**src/rtl/msc_pkg.sv**
```systemverilog
// Package with the shared types and constants of the MOSI snoop coherence controller.
`default_nettype none

package msc_pkg;

   // Table geometry and field widths.
   localparam int LINES     = 256;
   localparam int LINE_BITS = $clog2(LINES);
   localparam int ADDR_BITS = 32;
   localparam int ID_BITS   = 4;
   localparam int LINE_W    = 8;

   // Coherence state codes as stored in the line table.
   typedef enum logic [2:0] {
      ST_I  = 3'd0,
      ST_S  = 3'd1,
      ST_O  = 3'd2,
      ST_M  = 3'd3,
      ST_IS = 3'd4,
      ST_IM = 3'd5,
      ST_SM = 3'd6
   } line_state_type;

   // Message codes carried by processor requests and snooped bus messages.
   typedef enum logic [2:0] {
      MSG_LOAD  = 3'd0,
      MSG_STORE = 3'd1,
      MSG_GETS  = 3'd2,
      MSG_GETM  = 3'd3,
      MSG_DATA  = 3'd4
   } msg_type;

   // Sequencer states of the read-modify-write loop.
   typedef enum logic {
      CTL_IDLE,
      CTL_LOOKUP
   } ctl_state_type;

   // One line table entry.
   typedef struct packed {
      logic       owner;
      logic [2:0] state;
   } entry_type;

   localparam int ENTRY_W = $bits(entry_type);

   // Request payload, last field in the lowest bits.
   typedef struct packed {
      logic                 shared_in;
      logic [ID_BITS-1:0]   src_id;
      logic [ADDR_BITS-1:0] addr;
      logic [LINE_W-1:0]    line;
      logic [2:0]           msg;
   } req_type;

   // Result payload, last field in the lowest bits.
   typedef struct packed {
      logic                 error;
      logic                 miss;
      logic [ADDR_BITS-1:0] addr_out;
      logic                 assert_shared;
      logic [ID_BITS-1:0]   dest_id;
      logic                 data_on_bus;
      logic                 data_to_cpu;
      logic                 issue_getm;
      logic                 issue_gets;
   } rsp_type;

   localparam int REQ_W      = $bits(req_type);
   localparam int RSP_W      = $bits(rsp_type);
   localparam int RSP_BYTE_W = ((RSP_W + 7) / 8) * 8;

endpackage

`default_nettype wire

```
**src/rtl/msc_ram.sv**
```systemverilog
// Generic simple dual-port RAM with one write port and one registered read port.
`default_nettype none

module msc_ram #(
   parameter int WIDTH = 8,
   parameter int DEPTH = 256
) (
   input  wire logic                     clock,
   input  wire logic                     we,
   input  wire logic [$clog2(DEPTH)-1:0] waddr,
   input  wire logic [WIDTH-1:0]         wdata,
   input  wire logic                     re,
   input  wire logic [$clog2(DEPTH)-1:0] raddr,
   output logic      [WIDTH-1:0]         rdata
);

   logic [WIDTH-1:0] mem [DEPTH];

   // Write port.
   always_ff @(posedge clock) begin
      if (we) begin
         mem[waddr] <= wdata;
      end
   end

   // Registered read; the data holds while no read is enabled.
   always_ff @(posedge clock) begin
      if (re) begin
         rdata <= mem[raddr];
      end
   end

endmodule

`default_nettype wire

```
**src/rtl/msc_xform.sv**
```systemverilog
// MOSI transition function: next line entry and result for one request.
`default_nettype none

module msc_xform (
   input  wire logic               snoop,
   input  wire msc_pkg::req_type   req,
   input  wire msc_pkg::entry_type cur,
   output msc_pkg::entry_type      nxt,
   output logic                    write_en,
   output msc_pkg::rsp_type        rsp
);

   msc_pkg::line_state_type st;
   msc_pkg::line_state_type nst;
   msc_pkg::msg_type        msg;
   logic nown;
   logic gets, getm, tocpu, onbus, shr, miss, err, ignore;
   logic emit;

   assign st  = msc_pkg::line_state_type'(cur.state);
   assign msg = msc_pkg::msg_type'(req.msg);

   // Protocol transitions.
   always_comb begin
      nst    = st;
      nown   = cur.owner;
      gets   = 1'b0;
      getm   = 1'b0;
      tocpu  = 1'b0;
      onbus  = 1'b0;
      shr    = 1'b0;
      miss   = 1'b0;
      err    = 1'b0;
      ignore = 1'b0;
      if (int'(req.line) >= msc_pkg::LINES) begin
         err = 1'b1;
      end else if (!snoop) begin
         if (st inside {msc_pkg::ST_IS, msc_pkg::ST_IM, msc_pkg::ST_SM}) begin
            ignore = 1'b1;
         end else if (!(msg inside {msc_pkg::MSG_LOAD, msc_pkg::MSG_STORE})) begin
            err = 1'b1;
         end else begin
            case (st)
               msc_pkg::ST_I: begin
                  miss = 1'b1;
                  if (msg == msc_pkg::MSG_LOAD) begin
                     gets = 1'b1;
                     nst  = msc_pkg::ST_IS;
                  end else begin
                     getm = 1'b1;
                     nst  = msc_pkg::ST_IM;
                  end
               end
               msc_pkg::ST_S, msc_pkg::ST_O: begin
                  if (msg == msc_pkg::MSG_LOAD) begin
                     tocpu = 1'b1;
                  end else begin
                     if (st == msc_pkg::ST_O) begin
                        nown = 1'b1;
                     end
                     getm = 1'b1;
                     miss = 1'b1;
                     nst  = msc_pkg::ST_SM;
                  end
               end
               msc_pkg::ST_M: begin
                  tocpu = 1'b1;
               end
               default: begin
                  err = 1'b1;
               end
            endcase
         end
      end else begin
         if (!(msg inside {msc_pkg::MSG_GETS, msc_pkg::MSG_GETM, msc_pkg::MSG_DATA})) begin
            err = 1'b1;
         end else begin
            case (st)
               msc_pkg::ST_I: begin
                  nst = st;
               end
               msc_pkg::ST_S: begin
                  if (msg == msc_pkg::MSG_GETM) begin
                     nst = msc_pkg::ST_I;
                  end
               end
               msc_pkg::ST_O: begin
                  if (msg != msc_pkg::MSG_DATA) begin
                     shr   = 1'b1;
                     onbus = 1'b1;
                     if (msg == msc_pkg::MSG_GETM) begin
                        nst = msc_pkg::ST_I;
                     end
                  end
               end
               msc_pkg::ST_M: begin
                  if (msg != msc_pkg::MSG_DATA) begin
                     shr   = 1'b1;
                     onbus = 1'b1;
                     nst   = (msg == msc_pkg::MSG_GETS) ? msc_pkg::ST_O : msc_pkg::ST_I;
                  end
               end
               msc_pkg::ST_IS, msc_pkg::ST_IM: begin
                  if (msg == msc_pkg::MSG_DATA) begin
                     tocpu = 1'b1;
                     nst   = (st == msc_pkg::ST_IS) ? msc_pkg::ST_S : msc_pkg::ST_M;
                  end
               end
               msc_pkg::ST_SM: begin
                  if (msg == msc_pkg::MSG_DATA) begin
                     nown  = 1'b0;
                     tocpu = 1'b1;
                     nst   = msc_pkg::ST_M;
                  end else if (cur.owner && !req.shared_in) begin
                     shr   = 1'b1;
                     onbus = 1'b1;
                  end
               end
               default: begin
                  err = 1'b1;
               end
            endcase
         end
      end
   end

   assign emit = gets | getm | tocpu | onbus;

   // Write back only when the request was legal and not ignored.
   assign write_en  = !err && !ignore;
   assign nxt.state = nst;
   assign nxt.owner = nown;

   // Result assembly; an illegal request reports the error alone.
   always_comb begin
      rsp = '0;
      if (err) begin
         rsp.error = 1'b1;
      end else begin
         rsp.issue_gets    = gets;
         rsp.issue_getm    = getm;
         rsp.data_to_cpu   = tocpu;
         rsp.data_on_bus   = onbus;
         rsp.dest_id       = onbus ? req.src_id : '0;
         rsp.assert_shared = shr;
         rsp.addr_out      = emit ? req.addr : '0;
         rsp.miss          = miss;
      end
   end

endmodule

`default_nettype wire

```
**src/rtl/mosi_snoop_coherence_controller.sv**
```systemverilog
// Top level of the snooping MOSI coherence controller.
`default_nettype none

// Each transfer on the req_ side is either a processor LOAD/STORE (req_tuser low) or a
// snooped GETS/GETM/DATA (req_tuser high) for one line of a 256-entry state table; the block
// answers with exactly one rsp_ transfer that carries the bus request to issue, the data
// movements, the shared-line drive, the miss flag and an error flag for illegal messages.
// The table lives in one synchronous RAM with a registered read port, and every item does a
// read-modify-write of its entry: the read is issued in the cycle the transfer is accepted,
// the update and the result register are written once the lookup finishes, when the result
// register is free or being emptied. The next item is accepted once that write-back is done,
// so a request always sees the state left by the one before it. Per-entry valid bits make
// the whole table read as invalid right after reset, so no clearing pass is needed and the
// block takes transfers from the first cycle after reset. The result register lets one
// finished result wait for rsp_tready while the next item is already accepted and read.
module mosi_snoop_coherence_controller (
   input  wire logic        clock,
   input  wire logic        reset,
   // req_tdata: msg[2:0], line[10:3], addr[42:11], src_id[46:43], shared_in[47]
   input  wire logic        req_tvalid,
   output logic             req_tready,
   input  wire logic [47:0] req_tdata,
   // req_tuser: req_type (0 processor request, 1 snooped bus message)
   input  wire logic        req_tuser,
   // rsp_tdata: issue_gets[0], issue_getm[1], data_to_cpu[2], data_on_bus[3],
   //            dest_id[7:4], assert_shared[8], addr_out[40:9], miss[41], error[42],
   //            zero fill[47:43]
   output logic             rsp_tvalid,
   input  wire logic        rsp_tready,
   output logic [47:0]      rsp_tdata
);

   msc_pkg::ctl_state_type ctl_state_ff, ctl_state_in;
   msc_pkg::req_type       req_ff;
   logic                   snoop_ff;
   msc_pkg::rsp_type       rsp_ff, rsp_in;
   logic                   rsp_valid_ff, rsp_valid_in;
   logic [msc_pkg::LINES-1:0] valid_ff;

   msc_pkg::req_type   req_in;
   msc_pkg::entry_type ram_rdata;
   msc_pkg::entry_type cur_entry;
   msc_pkg::entry_type nxt_entry;
   logic               xf_write;
   logic               req_fire;
   logic               finish;
   logic               ram_we;
   logic [msc_pkg::LINE_BITS-1:0] rd_idx;
   logic [msc_pkg::LINE_BITS-1:0] wr_idx;

   assign req_in   = msc_pkg::req_type'(req_tdata[msc_pkg::REQ_W-1:0]);
   assign req_fire = req_tvalid && req_tready;
   assign rd_idx   = req_in.line[msc_pkg::LINE_BITS-1:0];
   assign wr_idx   = req_ff.line[msc_pkg::LINE_BITS-1:0];

   // The lookup finishes once the result register is free or being emptied.
   assign finish = (ctl_state_ff == msc_pkg::CTL_LOOKUP) && (!rsp_valid_ff || rsp_tready);
   assign ram_we = finish && xf_write;

   // Sequencer next state.
   always_comb begin
      ctl_state_in = ctl_state_ff;
      case (ctl_state_ff)
         msc_pkg::CTL_IDLE: begin
            if (req_tvalid) begin
               ctl_state_in = msc_pkg::CTL_LOOKUP;
            end
         end
         msc_pkg::CTL_LOOKUP: begin
            if (finish) begin
               ctl_state_in = msc_pkg::CTL_IDLE;
            end
         end
         default: begin
            ctl_state_in = msc_pkg::CTL_IDLE;
         end
      endcase
   end

   // Sequencer outputs.
   always_comb begin
      case (ctl_state_ff)
         msc_pkg::CTL_IDLE: begin
            req_tready = 1'b1;
         end
         default: begin
            req_tready = 1'b0;
         end
      endcase
   end

   always_ff @(posedge clock) begin
      if (reset) begin
         ctl_state_ff <= msc_pkg::CTL_IDLE;
      end else begin
         ctl_state_ff <= ctl_state_in;
      end
   end

   // Request capture for the lookup cycle.
   always_ff @(posedge clock) begin
      if (req_fire) begin
         req_ff   <= req_in;
         snoop_ff <= req_tuser;
      end
   end

   // Line state table.
   msc_ram #(
      .WIDTH (msc_pkg::ENTRY_W),
      .DEPTH (msc_pkg::LINES)
   ) u_table (
      .clock (clock),
      .we    (ram_we),
      .waddr (wr_idx),
      .wdata (nxt_entry),
      .re    (req_fire),
      .raddr (rd_idx),
      .rdata (ram_rdata)
   );

   // Entries never written since reset read as invalid with the owner flag clear.
   always_ff @(posedge clock) begin
      if (reset) begin
         valid_ff <= '0;
      end else if (ram_we) begin
         valid_ff[wr_idx] <= 1'b1;
      end
   end

   always_comb begin
      cur_entry = '0;
      cur_entry.state = msc_pkg::ST_I;
      if (valid_ff[wr_idx]) begin
         cur_entry = ram_rdata;
      end
   end

   // Protocol transition for the captured request.
   msc_xform u_xform (
      .snoop    (snoop_ff),
      .req      (req_ff),
      .cur      (cur_entry),
      .nxt      (nxt_entry),
      .write_en (xf_write),
      .rsp      (rsp_in)
   );

   // Result register.
   always_comb begin
      rsp_valid_in = rsp_valid_ff;
      if (finish) begin
         rsp_valid_in = 1'b1;
      end else if (rsp_tready) begin
         rsp_valid_in = 1'b0;
      end
   end

   always_ff @(posedge clock) begin
      if (reset) begin
         rsp_valid_ff <= 1'b0;
      end else begin
         rsp_valid_ff <= rsp_valid_in;
      end
   end

   always_ff @(posedge clock) begin
      if (finish) begin
         rsp_ff <= rsp_in;
      end
   end

   assign rsp_tvalid = rsp_valid_ff;
   assign rsp_tdata  = {{(msc_pkg::RSP_BYTE_W - msc_pkg::RSP_W){1'b0}}, rsp_ff};

   // An accepted request always moves the sequencer into the lookup.
   a_fire_lookup: assert property (@(posedge clock) disable iff (reset)
      req_fire |=> ctl_state_ff == msc_pkg::CTL_LOOKUP)
      else $error("accepted request did not start a lookup");

   // The table is written only at the end of a lookup.
   a_write_in_lookup: assert property (@(posedge clock) disable iff (reset)
      ram_we |-> ctl_state_ff == msc_pkg::CTL_LOOKUP && (!rsp_valid_ff || rsp_tready))
      else $error("table written outside a completing lookup");

   // An error result carries no other indication.
   a_error_clean: assert property (@(posedge clock) disable iff (reset)
      rsp_tvalid && rsp_ff.error |-> !rsp_ff.issue_gets && !rsp_ff.issue_getm &&
         !rsp_ff.data_to_cpu && !rsp_ff.data_on_bus && !rsp_ff.assert_shared &&
         !rsp_ff.miss && rsp_ff.addr_out == '0 && rsp_ff.dest_id == '0)
      else $error("error result carries other indications");

   // At most one bus request is issued per result.
   a_one_request: assert property (@(posedge clock) disable iff (reset)
      rsp_tvalid |-> $onehot0({rsp_ff.issue_gets, rsp_ff.issue_getm}))
      else $error("both GETS and GETM issued");

   // A destination id only comes with data driven on the bus.
   a_dest_with_data: assert property (@(posedge clock) disable iff (reset)
      rsp_tvalid && rsp_ff.dest_id != '0 |-> rsp_ff.data_on_bus)
      else $error("destination id without bus data");

endmodule

`default_nettype wire

```
**config.mk**
```make
export PLATFORM = sky130hd
export DESIGN_NAME = mosi_snoop_coherence_controller
export DESIGN_NICKNAME = d
export VERILOG_FILES = /design/src/rtl/msc_pkg.sv /design/src/rtl/msc_ram.sv /design/src/rtl/msc_xform.sv /design/src/rtl/mosi_snoop_coherence_controller.sv
export SDC_FILE = /design/constraint.sdc
export NUM_CORES = 2
export LEC_CHECK = 0
export ABC_AREA = 1
export BUFFER_PORTS_ARGS = -buffer_cell sky130_fd_sc_hd__buf_2
export CORE_ASPECT_RATIO = 0.7
export CORE_UTILIZATION = 50
export CTS_CLUSTER_SIZE = 12
export DETAILED_ROUTE_END_ITERATION = 8
export PLACE_DENSITY = 0.68
export RECOVER_POWER = 25
export SYNTH_ARGS = -nofsm -noshare
export SYNTH_HDL_FRONTEND = slang
export SYNTH_HIERARCHICAL = 1
export SYNTH_SLANG_ARGS = --single-unit
```
**constraint.sdc**
```tcl
create_clock -name clock -period 6.6 [get_ports clock]
set_clock_uncertainty 0.2 [all_clocks]
set_input_delay 0.66 -clock clock [delete_from_list [all_inputs] [get_ports clock]]
set_output_delay 0.66 -clock clock [all_outputs]
set_load 0.05 [all_outputs]
```
* After elaboration in Yosys (flattened, before gate mapping)
Memory sizes are Yosys's and may differ from the RTL's. A register that Yosys moved wholly into a read port is not among the register bits.
Index checks and enable logic that the tools add are counted.
** Word-level totals
- Bits in registers :: 349
- Latch bits :: 0
- Bits in writable memories :: 1024
- ROM bits :: 0
- Bits of input ports :: 53
- Output and inout port bits :: 50
- Memories kept :: 1
** Cells by class
- Add/subtract/negate cells :: 0
- Multipliers :: 0
- Divide/modulo/power cells :: 0
- Order comparisons :: 2
- Eq/ne operators :: 11
- Shift operators :: 0
- Mux-type cells :: 70
- Bitwise gates (word level) :: 8
- Reductions and logical operators :: 27
** Memories
- u_table.mem :: words 256, bits a word 4, rd ports 1, clocked after memory_dff 1, wr ports 1, line msc_ram.sv:17 : logic [WIDTH-1:0] mem [DEPTH];
** Operators by type and width (number)
- $or A256 B256 Y256 :: 1
- $mux W1 :: 49
- $mux W3 :: 10
- $pmux W3 S5 :: 1
- $eq A3 B2 Y1 const B :: 4
- $eq A3 B3 Y1 const B :: 4
- $reduce_or A2 Y1 :: 5
- $lt A8 B9 Y1 const B :: 1
- $bmux W1 S8 :: 1
- $demux W1 S8 :: 1
- $ge A8 B1 Y1 const B :: 1
- $pmux W1 S2 :: 4
- $reduce_or A4 Y1 :: 2
- $reduce_or A7 Y1 :: 1
- $eq A3 B1 Y1 const B :: 2
- $logic_and A1 B1 Y1 :: 6
- $logic_not A3 Y1 :: 2
- $pmux W3 S2 :: 1
- $reduce_bool A3 Y1 :: 2
- $reduce_or A3 Y1 :: 2
- $logic_not A1 Y1 :: 4
- $mux W2 :: 2
- $mux W4 :: 1
- $not A1 Y1 :: 4
- 4 further kinds :: 7

* Longest topological paths before layout
- Depth after elaboration :: 14
- Depth in mapped cells :: 32
- Mapped depth without buffers :: 28

* By module
The synthesis kept the hierarchy.
** Modules (own cells, without submodules)
- msc_ram :: instances 1, cells an instance 3720, area each 42864.9 µm², sequential area each 30869.6 µm²
- mosi_snoop_coherence_controller :: instances 1, cells an instance 1783, area each 13943.4 µm², sequential area each 7927.6 µm²
- msc_xform :: instances 1, cells an instance 172, area each 947.2 µm², sequential area each 0.0 µm²

* Least setup slack after synthesis
Ideal clock, no wire load.
- Kind :: register to register
- Start :: register req_ff, in the netlist wr_idx[0]
- End :: memory u_table/mem[0][1] (netlist bit), data pin
- Setup time :: 0.825 ns
- Arrival :: 5.542 ns
- Required time :: 5.575 ns
- Setup slack :: 0.033 ns
- Cell stages (with the launch flop) :: 25
- Path buffers :: 3
- Clock period less this slack :: 6.567 ns
- Cell sequence :: edfxtp_1 -> buf_6 -> buf_6 -> buf_4 -> o21ai_0 -> nand2_1 -> nand2_1 -> nand2_1 -> nand2_1 -> nor2_1 -> nor2_1 -> nor2_1 -> nand2_1 -> nand2_1 -> nand2_1 -> nor2_2 -> nor2_1 -> nand2_2 -> nand2_1 -> nand3_1 -> nand2_1 -> inv_1 -> nand4_1 -> nand2_1 -> nand2_1
** RTL lines
- start, declared :: line mosi_snoop_coherence_controller.sv:34 : msc_pkg::req_type req_ff;
- start signal, assigned :: line mosi_snoop_coherence_controller.sv:103 : req_ff <= req_in;
- end, declared :: line msc_ram.sv:17

==> results.ini <==
[clocking]
clkTransAtPathRegs_ps = 60
ctsHtreeMaxLevel = 4
cts_num_sinks = 1378
cts_tree = built
clk_latency_ps = 770
cts_root_buf = clkbuf_16
cts-buffers-inserted = 138
cts_max_path_buffers = 3

[sta]
tightest_slew_ps = 4220
final.period_utilization_pct = 93.2
finalCriticalPeriod_ps = 6150
whs_ps = 78.0
hold_violations = 0
drv_slew = 833
tns_ps = 0
slew_headroom_pct = -181
setup_viol = 0
rsz0062_at_grt = false
fmax_ghz = 0.163

[place]
place_congestion = 0.894
dp_hpwl_um = 88100
io_buffers = 97

[logic_synthesis]
synth_seq_cells = 1378
synth.yosys.seq_area_share_pct = 67.2
synth-async-reset-ratio_pct = 0
synth-main-ff-cell = edfxtp_1
synth_top_area_cell = edfxtp_1
synth.distinct_cells = 36
synth_top_area_share_pct = 58.2
synth_area_leaders = edfxtp_1 58%, nand2_1 11%, dfxtp_1 8.9%
syn_inst = 5675
synth_most_common_cell = nand2_1
netlist_area_um2 = 57800
syn_avg_cell_area_um2 = 10.2
yosys_warnings = 6
yosys-top-cells-count = 1746 x nand2_1, 1120 x edfxtp_1, 997 x nand3_1
synth-edff-count = 1120

[power]
peakVddDrop_uv = 238
powerDensity_nw_per_um2 = 280
power_leakage_nw = 23.0

[min_path]
hold_class = in -> reg
worstHoldPathCells = 3

[floorplanning]
initial_core_util_pct = 50.8
core_area_um2 = 114000
die_h_um = 286
die_area_um2 = 117000
die_w_um = 408
rows = 103
io_pins = 103

[drt]
wl_per_cell_um = 20.7
drcViolationCount = 0
ant_nets = 0
avgViaCountPerCell = 5.70
dr.first_iter.drc_count = 5446
wl_um = 150000
vias = 41404
drtPass1Iterations = 6

[worst_setup_path]
arrival_ps = 6360
r2r_cells = 25
max_stage_delay_ps = 700
critPathLaunchType = register
path_buf_inv = 5
crit_type = reg -> reg
slowest_stage = nand2_1
crit_path_end_kind = register
path_max_fanout = 19
path_depth = 25
cp_top_family = simple AND/OR/NAND/NOR gates
critPathRequiredTime_ps = 6810

[final_layout]
num-fill-cells = 9766
syn2layout_area_growth_pct = 9.17
antennaDiodeCount = 0
multiInputGateArea_um2 = 15900
drive_gt1_share_pct = 6.15
final_nets = 5725
seq_area_um2 = 38800

[grt]
grt_max_degree = 247
antenna_found_initial = 6
grt_pass1_vias = 38070
grt_pass1_wl_um = 229000
overflow = 0
grt_util_all_layers_pct = 25.4

[flow_run]
cap_violations = 13

[outcome]
violations = max-capacitance violations, max-slew violations
status = finished with violations

-- sequential cells by signal, summed over array words and instances, names as in the netlist --
name,count
ctl_state_ff,1
u_table/rdata,4
snoop_ff,1
u_table/mem,1024
wr_idx,8
rsp_tdata,43
req_ff,40
rsp_tvalid,1
valid_ff,256
-- final cells by class --
class,instances,area share [%]
inverters,214,1.32
clock inverters,19,0.262
multi-input cells,3709,25.2
repair buffers,231,2.56
well taps,1522,3.02
clock buffers,185,6.09
flip-flops and latches,1378,61.5
-- worst paths after layout --
check                     start                  end  slack, ps
setup reg to reg      wr_idx[2]  u_table/mem[189][1]        450
setup / recovery      wr_idx[2]  u_table/mem[189][1]        450
hold reg to reg   valid_ff[198]        valid_ff[198]        250
hold / removal       req_tvalid         ctl_state_ff         80
-- per-stage QoR --
stage	utilization [%]	power [mW]	setup WS (ps)	instance area, um2	instances
after floorplan	-	10.3	32.6	57800	5679
after global placement	51.8	10.5	697	58900	7011
after detailed placement	51.8	10.5	668	58900	7011
after CTS	55.7	17.7	662	63300	7258
after global routing	55.5	18.1	66.0	63100	7258
final	55.5	17.6	449	63100	7258
-- cell families (layout without fill, tap and decap cells) --
logic type             count (synthesis)  in the layout  synth area share [%]
DFF                                 1378           1378                  67.2
buffers and inverters                592            649                  5.29
and+or+nand+nor                     3306           3306                  23.9
AOI/OAI and AO/OA                    398            398                  3.68
other                                  1              5               0.00649
-- worst register-to-register path, stage by stage, from the launching register on --
cell	delay, ps
edfxtp_1	450
inv_1	90
nand2_1	70
clkinv_1	560
nand2_1	250
nand2_1	70
nor2_1	250
nor2_1	120
nor2_1	100
nand2_1	60
nand2_1	50
nand2_1	100
nor2_2	260
nor2_1	210
nand2_2	150
nand2_1	110
nor2_1	200
nor2_1	70
o21ai_0	80
inv_1	70
nor2_1	120
nand2_2	240
inv_1	350
buf_4	260
nand2_1	700
nor2_1	620
-- cells in the final DEF (no fill, tap or decap), drive strengths merged --
cell type and n:
a21oi 287, nand4 2, nand2 1750, nor2 546
buf 119, o211ai 1, o31ai 1, dfxtp 258
a22oi 1, clkbuf 254, nor3 9, a211oi 1
conb 5, o21ai 100, nand3 999, bufinv 1
dlygate4sd3 43, o22ai 1, a31oi 5, o21bai 1
clkinv 15, inv 217, edfxtp 1120
-- where the power goes --
part | total (mW) | internal [mW] | switching [mW]
Clock | 7.24 | 4.07 | 3.16
Combinational | 0.998 | 0.221 | 0.777
Sequential | 9.40 | 9.38 | 0.0206
Total | 17.6 | 13.7 | 3.96
-- what timing repair did --
| action | in CTS | in global routing |
|---|---|---|
| setup buffers | 0 | 0 |
| resized for setup | 0 | 0 |
| endpoints found under the setup margin | 0 | 0 |
| endpoints found under the hold margin | 43 | 0 |
| hold buffers | 43 | 0 |
-- metal layers --
metal  GRT usage (%)  routed length [um]  part of all wire [%]
met5               0                  23                 0.015
met1            38.7               67100                    45
met2            36.4               63300                    42
met3            5.81               16500                    11
met4            6.78                3100                   2.1
Note: power is estimated with default switching activity, not from simulation.
